File: src/rtl/nacc_pkg.sv
// ----------------------------------------------------------------------------
// nacc_pkg
// Shared types, register indexes and the step offset table of the nibble
// accumulator with shift register.
// ----------------------------------------------------------------------------
`default_nettype none

package nacc_pkg;

   localparam int unsigned NibbleWidth = 4;
   localparam int unsigned SumWidth    = 6;
   localparam int unsigned DataWidth   = 32;
   localparam int unsigned AddrWidth   = 5;
   localparam int unsigned IndexWidth  = 3;

   typedef enum logic [IndexWidth-1:0] {
      CSR_ADD_VALUE           = 3'd0,
      CSR_SUBTRACT_MODE       = 3'd1,
      CSR_ASYNC_MODE          = 3'd2,
      CSR_EXTERNAL_SHIFT_DATA = 3'd3,
      CSR_OFFSET_SELECT       = 3'd4
   } csr_index_type;

   typedef struct packed {
      logic [NibbleWidth-1:0] add_value;
      logic                   subtract_mode;
      logic                   async_mode;
      logic                   external_shift_data;
      logic [1:0]             offset_select;
   } cfg_type;

   typedef struct packed {
      logic [NibbleWidth-1:0] gate_bits;
      logic                   carry_in;
      logic                   clock_level;
      logic                   shift_level;
      logic                   shift_data_level;
      logic                   xor_level;
      logic                   reset_level;
      logic                   sub_level;
   } req_type;

   typedef struct packed {
      logic [NibbleWidth-1:0] out_bits;
      logic                   carry_out;
      logic [NibbleWidth-1:0] step_value;
      logic [NibbleWidth-1:0] offset_step_value;
   } rsp_type;

   function automatic logic [NibbleWidth-1:0] step_offset(input logic [1:0] sel);
      logic [NibbleWidth-1:0] value;
      case (sel)
         2'd0:    value = 4'd0;
         2'd1:    value = 4'd4;
         2'd2:    value = 4'd2;
         2'd3:    value = 4'd8;
         default: value = 4'd0;
      endcase
      return value;
   endfunction

endpackage

`default_nettype wire

File: src/rtl/nacc_if.sv
// ----------------------------------------------------------------------------
// nacc_if
// Valid/ready stream interfaces for the request and response channels.
// ----------------------------------------------------------------------------
`default_nettype none

interface nacc_req_if;
   logic              valid;
   logic              ready;
   nacc_pkg::req_type payload;

   modport source (output valid, output payload, input ready);
   modport sink   (input valid, input payload, output ready);
endinterface

interface nacc_rsp_if;
   logic              valid;
   logic              ready;
   nacc_pkg::rsp_type payload;

   modport source (output valid, output payload, input ready);
   modport sink   (input valid, input payload, output ready);
endinterface

`default_nettype wire

File: src/rtl/nibble_accumulator_shift_register.sv
// ----------------------------------------------------------------------------
// nibble_accumulator_shift_register
// Four-bit accumulator with shift register, one sample of levels per transfer.
//
//   Channel   Direction  Handshake          Contents
//   req_ch    in         valid/ready        one sample of gate and control levels
//   rsp_ch    out        valid/ready        output bits, carry, step values
//   csr (APB) in         psel/penable       five configuration registers
//
// A sample is captured in an input register and then processed into the
// result register; one sample is accepted every cycle while the response
// is not stalled. Reset is synchronous and clears the held nibble, the
// edge history and the configuration. A stalled response holds both
// registers, and the input side still accepts one sample while the result
// register waits.
// ----------------------------------------------------------------------------
`default_nettype none

module nibble_accumulator_shift_register (
   input  wire logic                           clock,
   input  wire logic                           reset,
   nacc_req_if.sink                            req_ch,
   nacc_rsp_if.source                          rsp_ch,
   input  wire logic                           psel,
   input  wire logic                           penable,
   input  wire logic                           pwrite,
   input  wire logic [nacc_pkg::AddrWidth-1:0] paddr,
   input  wire logic [nacc_pkg::DataWidth-1:0] pwdata,
   output logic      [nacc_pkg::DataWidth-1:0] prdata,
   output logic                                pready
);

   nacc_pkg::cfg_type cfg;
   nacc_pkg::req_type in_data_ff;
   logic              in_valid_ff;
   nacc_pkg::rsp_type result;
   nacc_pkg::rsp_type out_data_ff;
   logic              out_valid_ff;
   logic              advance;
   logic              fire;

   nacc_csr u_csr (
      .clock   (clock),
      .reset   (reset),
      .psel    (psel),
      .penable (penable),
      .pwrite  (pwrite),
      .paddr   (paddr),
      .pwdata  (pwdata),
      .prdata  (prdata),
      .pready  (pready),
      .cfg     (cfg)
   );

   nacc_core u_core (
      .clock   (clock),
      .reset   (reset),
      .cfg     (cfg),
      .item    (in_data_ff),
      .advance (fire),
      .result  (result)
   );

   assign advance       = !out_valid_ff || rsp_ch.ready;
   assign fire          = in_valid_ff && advance;
   assign req_ch.ready  = !in_valid_ff || advance;
   assign rsp_ch.valid   = out_valid_ff;
   assign rsp_ch.payload = out_data_ff;

   always_ff @(posedge clock) begin
      if (reset) begin
         in_valid_ff  <= 1'b0;
         out_valid_ff <= 1'b0;
      end else begin
         if (req_ch.ready) begin
            in_valid_ff <= req_ch.valid;
         end
         if (advance) begin
            out_valid_ff <= in_valid_ff;
         end
      end
   end

   always_ff @(posedge clock) begin
      if (req_ch.valid && req_ch.ready) begin
         in_data_ff <= req_ch.payload;
      end
      if (fire) begin
         out_data_ff <= result;
      end
   end

endmodule

`default_nettype wire

File: src/rtl/nacc_csr.sv
// ----------------------------------------------------------------------------
// nacc_csr
// Configuration register file behind the APB-style port.
// ----------------------------------------------------------------------------
`default_nettype none

module nacc_csr (
   input  wire logic                                clock,
   input  wire logic                                reset,
   input  wire logic                                psel,
   input  wire logic                                penable,
   input  wire logic                                pwrite,
   input  wire logic [nacc_pkg::AddrWidth-1:0]      paddr,
   input  wire logic [nacc_pkg::DataWidth-1:0]      pwdata,
   output logic      [nacc_pkg::DataWidth-1:0]      prdata,
   output logic                                     pready,
   output nacc_pkg::cfg_type                        cfg
);

   nacc_pkg::cfg_type       cfg_ff;
   nacc_pkg::cfg_type       cfg_in;
   nacc_pkg::csr_index_type index;
   logic                    write_en;

   assign index    = nacc_pkg::csr_index_type'(paddr[nacc_pkg::AddrWidth-1:2]);
   assign write_en = psel && penable && pwrite;
   assign pready   = 1'b1;
   assign cfg      = cfg_ff;

   always_comb begin
      cfg_in = cfg_ff;
      if (write_en) begin
         case (index)
            nacc_pkg::CSR_ADD_VALUE:           cfg_in.add_value = pwdata[3:0];
            nacc_pkg::CSR_SUBTRACT_MODE:       cfg_in.subtract_mode = pwdata[0];
            nacc_pkg::CSR_ASYNC_MODE:          cfg_in.async_mode = pwdata[0];
            nacc_pkg::CSR_EXTERNAL_SHIFT_DATA: cfg_in.external_shift_data = pwdata[0];
            nacc_pkg::CSR_OFFSET_SELECT:       cfg_in.offset_select = pwdata[1:0];
            default:                           cfg_in = cfg_ff;
         endcase
      end
   end

   always_comb begin
      prdata = '0;
      case (index)
         nacc_pkg::CSR_ADD_VALUE:           prdata[3:0] = cfg_ff.add_value;
         nacc_pkg::CSR_SUBTRACT_MODE:       prdata[0]   = cfg_ff.subtract_mode;
         nacc_pkg::CSR_ASYNC_MODE:          prdata[0]   = cfg_ff.async_mode;
         nacc_pkg::CSR_EXTERNAL_SHIFT_DATA: prdata[0]   = cfg_ff.external_shift_data;
         nacc_pkg::CSR_OFFSET_SELECT:       prdata[1:0] = cfg_ff.offset_select;
         default:                           prdata = '0;
      endcase
   end

   always_ff @(posedge clock) begin
      if (reset) begin
         cfg_ff <= '0;
      end else begin
         cfg_ff <= cfg_in;
      end
   end

endmodule

`default_nettype wire

File: src/rtl/nacc_core.sv
// ----------------------------------------------------------------------------
// nacc_core
// Accumulator datapath: sum, negation, register load and shift, and the
// edge and feedback state that carries from one sample to the next.
// ----------------------------------------------------------------------------
`default_nettype none

module nacc_core (
   input  wire logic              clock,
   input  wire logic              reset,
   input  wire nacc_pkg::cfg_type cfg,
   input  wire nacc_pkg::req_type item,
   input  wire logic              advance,
   output nacc_pkg::rsp_type      result
);

   localparam int unsigned NW = nacc_pkg::NibbleWidth;
   localparam int unsigned SW = nacc_pkg::SumWidth;

   logic [NW-1:0] held_ff;
   logic [NW-1:0] held_in;
   logic          prev_clock_ff;
   logic          prev_shift_ff;
   logic          last_bit_eight_ff;
   logic          last_bit_eight_in;

   logic [NW:0]   base_sum;
   logic [NW:0]   adj_sum;
   logic [SW-1:0] sum;
   logic          load;
   logic          data_bit;
   logic [NW-1:0] loaded;
   logic [NW-1:0] word_low;

   always_comb begin
      base_sum = {1'b0, item.gate_bits} + {{NW{1'b0}}, item.carry_in}
               + {1'b0, cfg.add_value};
      if (item.sub_level != cfg.subtract_mode) begin
         adj_sum = 5'd16 - {1'b0, base_sum[NW-1:0]};
      end else begin
         adj_sum = base_sum;
      end
      sum = {1'b0, adj_sum} + {2'b00, held_ff};

      load = (item.clock_level && !prev_clock_ff)
          || (cfg.async_mode && item.shift_level && !prev_shift_ff);
      data_bit = (cfg.external_shift_data ? item.shift_data_level : last_bit_eight_ff)
               ^ item.xor_level;
      if (item.shift_level) begin
         loaded = {sum[NW-2:0], data_bit};
      end else begin
         loaded = sum[NW-1:0];
      end

      held_in = held_ff;
      if (load) begin
         held_in = loaded;
      end
      if (item.reset_level) begin
         held_in = '0;
      end

      word_low = cfg.async_mode ? sum[NW-1:0] : held_in;
      last_bit_eight_in = word_low[NW-1];

      result.out_bits          = word_low;
      result.carry_out         = sum[NW];
      result.step_value        = word_low;
      result.offset_step_value = word_low + nacc_pkg::step_offset(cfg.offset_select);
   end

   always_ff @(posedge clock) begin
      if (reset) begin
         held_ff           <= '0;
         prev_clock_ff     <= 1'b0;
         prev_shift_ff     <= 1'b0;
         last_bit_eight_ff <= 1'b0;
      end else if (advance) begin
         held_ff           <= held_in;
         prev_clock_ff     <= item.clock_level;
         prev_shift_ff     <= item.shift_level;
         last_bit_eight_ff <= last_bit_eight_in;
      end
   end

endmodule

`default_nettype wire

File: src/flat_wrapper.sv
// flat-port wrapper written by rule: the top's interface ports become plain ports
module nibble_accumulator_shift_register_flat 
  (clock, reset, psel, penable, pwrite, paddr, pwdata, prdata, pready, req_ch_valid, req_ch_payload, req_ch_ready, rsp_ch_valid, rsp_ch_payload, rsp_ch_ready);
  nacc_req_if req_ch_i ();
  nacc_rsp_if rsp_ch_i ();
  input  wire logic clock;
  input  wire logic reset;
  input  wire logic psel;
  input  wire logic penable;
  input  wire logic pwrite;
  input  wire logic [nacc_pkg::AddrWidth-1:0] paddr;
  input  wire logic [nacc_pkg::DataWidth-1:0] pwdata;
  output logic      [nacc_pkg::DataWidth-1:0] prdata;
  output logic pready;
  input wire logic [$bits(req_ch_i.valid)-1:0] req_ch_valid;
  input wire logic [$bits(req_ch_i.payload)-1:0] req_ch_payload;
  output wire logic [$bits(req_ch_i.ready)-1:0] req_ch_ready;
  output wire logic [$bits(rsp_ch_i.valid)-1:0] rsp_ch_valid;
  output wire logic [$bits(rsp_ch_i.payload)-1:0] rsp_ch_payload;
  input wire logic [$bits(rsp_ch_i.ready)-1:0] rsp_ch_ready;
  assign req_ch_i.valid = req_ch_valid;
  assign req_ch_i.payload = req_ch_payload;
  assign req_ch_ready = req_ch_i.ready;
  assign rsp_ch_valid = rsp_ch_i.valid;
  assign rsp_ch_payload = rsp_ch_i.payload;
  assign rsp_ch_i.ready = rsp_ch_ready;
  nibble_accumulator_shift_register u_core (.clock(clock), .reset(reset), .req_ch(req_ch_i), .rsp_ch(rsp_ch_i), .psel(psel), .penable(penable), .pwrite(pwrite), .paddr(paddr), .pwdata(pwdata), .prdata(prdata), .pready(pready));
endmodule
File: config.mk
export PLATFORM = sky130hd
export DESIGN_NAME = nibble_accumulator_shift_register_flat
export DESIGN_NICKNAME = d
export VERILOG_FILES = /design/src/rtl/nacc_pkg.sv /design/src/rtl/nacc_if.sv /design/src/rtl/nibble_accumulator_shift_register.sv /design/src/rtl/nacc_csr.sv /design/src/rtl/nacc_core.sv /design/src/flat_wrapper.sv
export SDC_FILE = /design/constraint.sdc
export NUM_CORES = 1
export LEC_CHECK = 0
export BUFFER_PORTS_ARGS = -buffer_cell sky130_fd_sc_hd__buf_2
export CAP_MARGIN = 15
export CORE_MARGIN = 1
export CORE_UTILIZATION = 45
export DETAILED_ROUTE_END_ITERATION = 12
export PLACE_DENSITY = 0.74
export SETUP_SLACK_MARGIN = 0.5
export SLEW_MARGIN = 10
export SYNTH_ARGS = -nofsm -noshare
export SYNTH_HDL_FRONTEND = slang
export SYNTH_HIERARCHICAL = 1
export SYNTH_SLANG_ARGS = --single-unit
File: constraint.sdc
create_clock -name clock -period 11.1 [get_ports clock]
set_input_delay 1.665 -clock clock [delete_from_list [all_inputs] [get_ports clock]]
set_output_delay 1.665 -clock clock [all_outputs]
set_load 0.01 [all_outputs]
==> impl_metrics.tcl <==
set metrics [dict create \
    outcome "finished, final reports clean" \
    drc 0 \
    synth-edff-count 24 \
    syn_inst 237 \
    finalCriticalPeriod_ps 4282 \
    grt_pass1_wl_um 6575 \
    dp.cells 335 \
    drive_gt1_frac 0.2198 \
    groute.usage.overall 0.1433 \
    rsz0062_at_grt "no" \
    leakagePower_nw 1.208 \
    synth_area_leaders "edfxtp_1 29%, dfxtp_1 14%, buf_4 10%, ha_1 5.0%, mux2i_1 4.4%" \
    regArea_um2 1081 \
    overflow 0 \
    grt_util_met3 0.02857 \
    post-route-period-util 0.3858 \
    cts_buffers 5 \
    crit_chain "fa_1 > inv_1 > fa_1 > ha_1 > nor2_1 > a21oi_1 > inv_1 > fa_1 > xnor2_1 > mux2i_1 > a211o_1 > o21ai_0 > fa_1 > xnor2_1 > xnor2_1" \
    syn_area_um2 2527 \
    clk_latency_ps 290 \
    switchingPower_uw 85.27 \
    yosysTopAreaCell "edfxtp_1" \
    multi_input_area_um2 1175 \
    synth_seq_cells 42 \
    yosysWarningCount 6 \
    finalSetupViolCount 0 \
    intPower_uw 262.4 \
    fin_area_um2 2721 \
    cp_max_fo 3 \
    drt_iter0_markers 59 \
    cts_resized 0 \
    start_util 0.4796 \
    cts_sinks 42 \
    clk_path_buf_depth 2 \
    htree_levels 2 \
    n_antenna_cell 0 \
    dp_hpwl_um 2941 \
    slowest_stage "fa_1" \
    die_y_um 76.95 \
    synth_ff_type "edfxtp_1" \
    worst-path-buf-inv 2 \
    hold_violations 0 \
    ys_types 48 \
    setup-tns-final_ps 0 \
    synth_top_area_share 0.2851 \
    max_freq_ghz 0.2335 \
    final_nets 341 \
    syn_area_per_cell_um2 10.66 \
    viasPerCell 4.755 \
    grt_max_degree 21 \
    instances_no_fill 343 \
    cp_common_cell "fa_1" \
    drtAntennaViolNets 0 \
    global_route.usage.met2 0.2446 \
    grt_pass1_vias 1493 \
    cpLargestDelayFamily "adder cells" \
    top_usage_layer "met2" \
    async_flop_share 0 \
    combPwrFrac 0.158 \
    cts_setup_buffers 0 \
    numPortBuffers 43 \
    worst_clock_skew_ps 2.194 \
    dieArea_um2 5921 \
    die_w_um 76.95 \
    dpl-instance-area_um2 2615 \
    cp-start-kind "register" \
    ys_seq_area_frac 0.4277 \
    vdd_ir_drop_max_mv 0.1017 \
    cts_tree "yes" \
    holdWs_ps 490.3 \
    arrival_ps 4320 \
    switching_share 0.2453 \
    globalplace.congestion 0.8262 \
    cap_violations 0 \
    fillers 499 \
    wl_um 3945 \
    crit_path_max_incr_delay_ps 450 \
    finish.utilization 0.5164 \
    min_path_type "reg2reg" \
    via_count 1631 \
    cts_hold_buf 0 \
    areaGrowthSynthToFinish_pct 7.673 \
    detail_route.wl_per_cell_um 11.50 \
    met1_usage 0.1689 \
    crit_type "reg2reg" \
    slew_violations 0 \
    grt_antenna_before_repair 0 \
    pin_count 103 \
    cts.clk_slew.worst_paths_ps 70 \
    required_ps 11140 \
    clockPowerShare 0.334 \
    core_area_um2 5270 \
    drtPass1Iterations 4 \
    worstSetupEndpointType "register" \
    p_seq_frac 0.508 \
    clock-root-buffer "clkbuf_8" \
    power_density_nw_per_um2 127.7 \
    rows 26 \
]
registers in the layout, indices dropped and copies added, names as in the netlist:
name,count
u_core/rsp_ch.valid,1
u_core/u_core/last_bit_eight_ff,1
u_core/rsp_ch.payload,13
u_core/u_core/prev_clock_ff,1
u_core/in_valid_ff,1
u_core/in_data_ff,11
u_core/u_csr/cfg,9
u_core/u_core/prev_shift_ff,1
u_core/u_core/held_ff,4
power groups by stage:
| stage | Clock, mW | Sequential, mW | Combinational [mW] |
|---|---|---|---|
| floorplan | 0 | 0.181 | 0.0496 |
| global placement | 0 | 0.180 | 0.0530 |
| detailed placement | 0 | 0.180 | 0.0543 |
| CTS | 0.120 | 0.177 | 0.0546 |
| global route | 0.125 | 0.178 | 0.0611 |
| finish | 0.116 | 0.177 | 0.0549 |
stage by stage:
step	setup slack [ps]	total power, mW
6_report	6818	0.3477
5_1_grt	6542	0.3634
4_1_cts	6801	0.3519
3_5_place_dp	6818	0.2347
3_3_place_gp	6875	0.2331
2_1_floorplan	7003	0.2305
synthesized netlist by cell type, types with 2 or more instances:
master and instances:
a211o_1 2, a21o_1 3, a21oi_1 11, a32oi_1 2, buf_4 34, buf_6 4, clkbuf_1 2, conb_1 2
dfxtp_1 18, edfxtp_1 24, fa_1 4, ha_1 10, inv_1 15, mux2_4 2, mux2i_1 11, nand2_1 9
nand2b_1 5, nand3_1 5, nand3b_1 3, nand4_1 3, nand4b_1 2, nor2_1 15, nor2b_1 4, nor3b_1 2
o21ai_0 11, o31ai_1 3, or2_1 2, xnor2_1 6, xor2_1 4
area by class of cell:
class,instances,area share
repair buffers,43,0.07908
multi-input cells,165,0.4317
inverters,15,0.02069
clock inverters,1,0.01103
clock buffers,7,0.02805
flip-flops and latches,42,0.3972
well taps,70,0.03218
layer usage:
metal	vias up	routed length, um
met5	-	0
met4	0	65
met3	4	174
met2	53	1888
met1	743	1815
li1	831	-
worst paths after layout:
| check | startpoint | to | slack (ps) | cells past startpoint |
|---|---|---|---|---|
| worst max-delay path | u_core/in_data_ff[6] | u_core/rsp_ch.payload[3] | 6820 | 15 |
| worst min-delay path | u_core/u_core/last_bit_eight_ff | u_core/u_core/last_bit_eight_ff | 490 | 2 |
| worst max register to register | u_core/in_data_ff[6] | u_core/rsp_ch.payload[3] | 6820 | 15 |
| worst min register to register | u_core/u_core/last_bit_eight_ff | u_core/u_core/last_bit_eight_ff | 490 | 2 |
worst min-delay path: cells and delay by family, from the launching register on:
kind | cells | cell delay [ps]
flops | 1 | 310
simple gates | 1 | 80
compound gates | 1 | 50
cell usage in the layout, fill, tap and decap left out, types with 5 or more instances in the layout:
| master | count |
|---|---|
| conb_1 | 29 |
| inv_1 | 15 |
| dfxtp_1 | 18 |
| nand2b_1 | 5 |
| clkbuf_8 | 5 |
| a21oi_1 | 11 |
| nand2_1 | 9 |
| nand3_1 | 5 |
| o21ai_0 | 11 |
| edfxtp_1 | 24 |
| mux2i_1 | 11 |
| nor2_1 | 15 |
| xnor2_1 | 6 |
| ha_1 | 10 |
| buf_2 | 43 |
logic make-up after synthesis:
group	Yosys count	synth area share
flops	42	0.4277
xor+xnor	11	0.04109
mux	13	0.05545
simple gates	58	0.1327
other cells	2	0.002971
fa+ha+maj	14	0.08119
compound gates	40	0.1114
buf+inv	57	0.1475
Note: power is estimated with default switching activity, not from simulation.
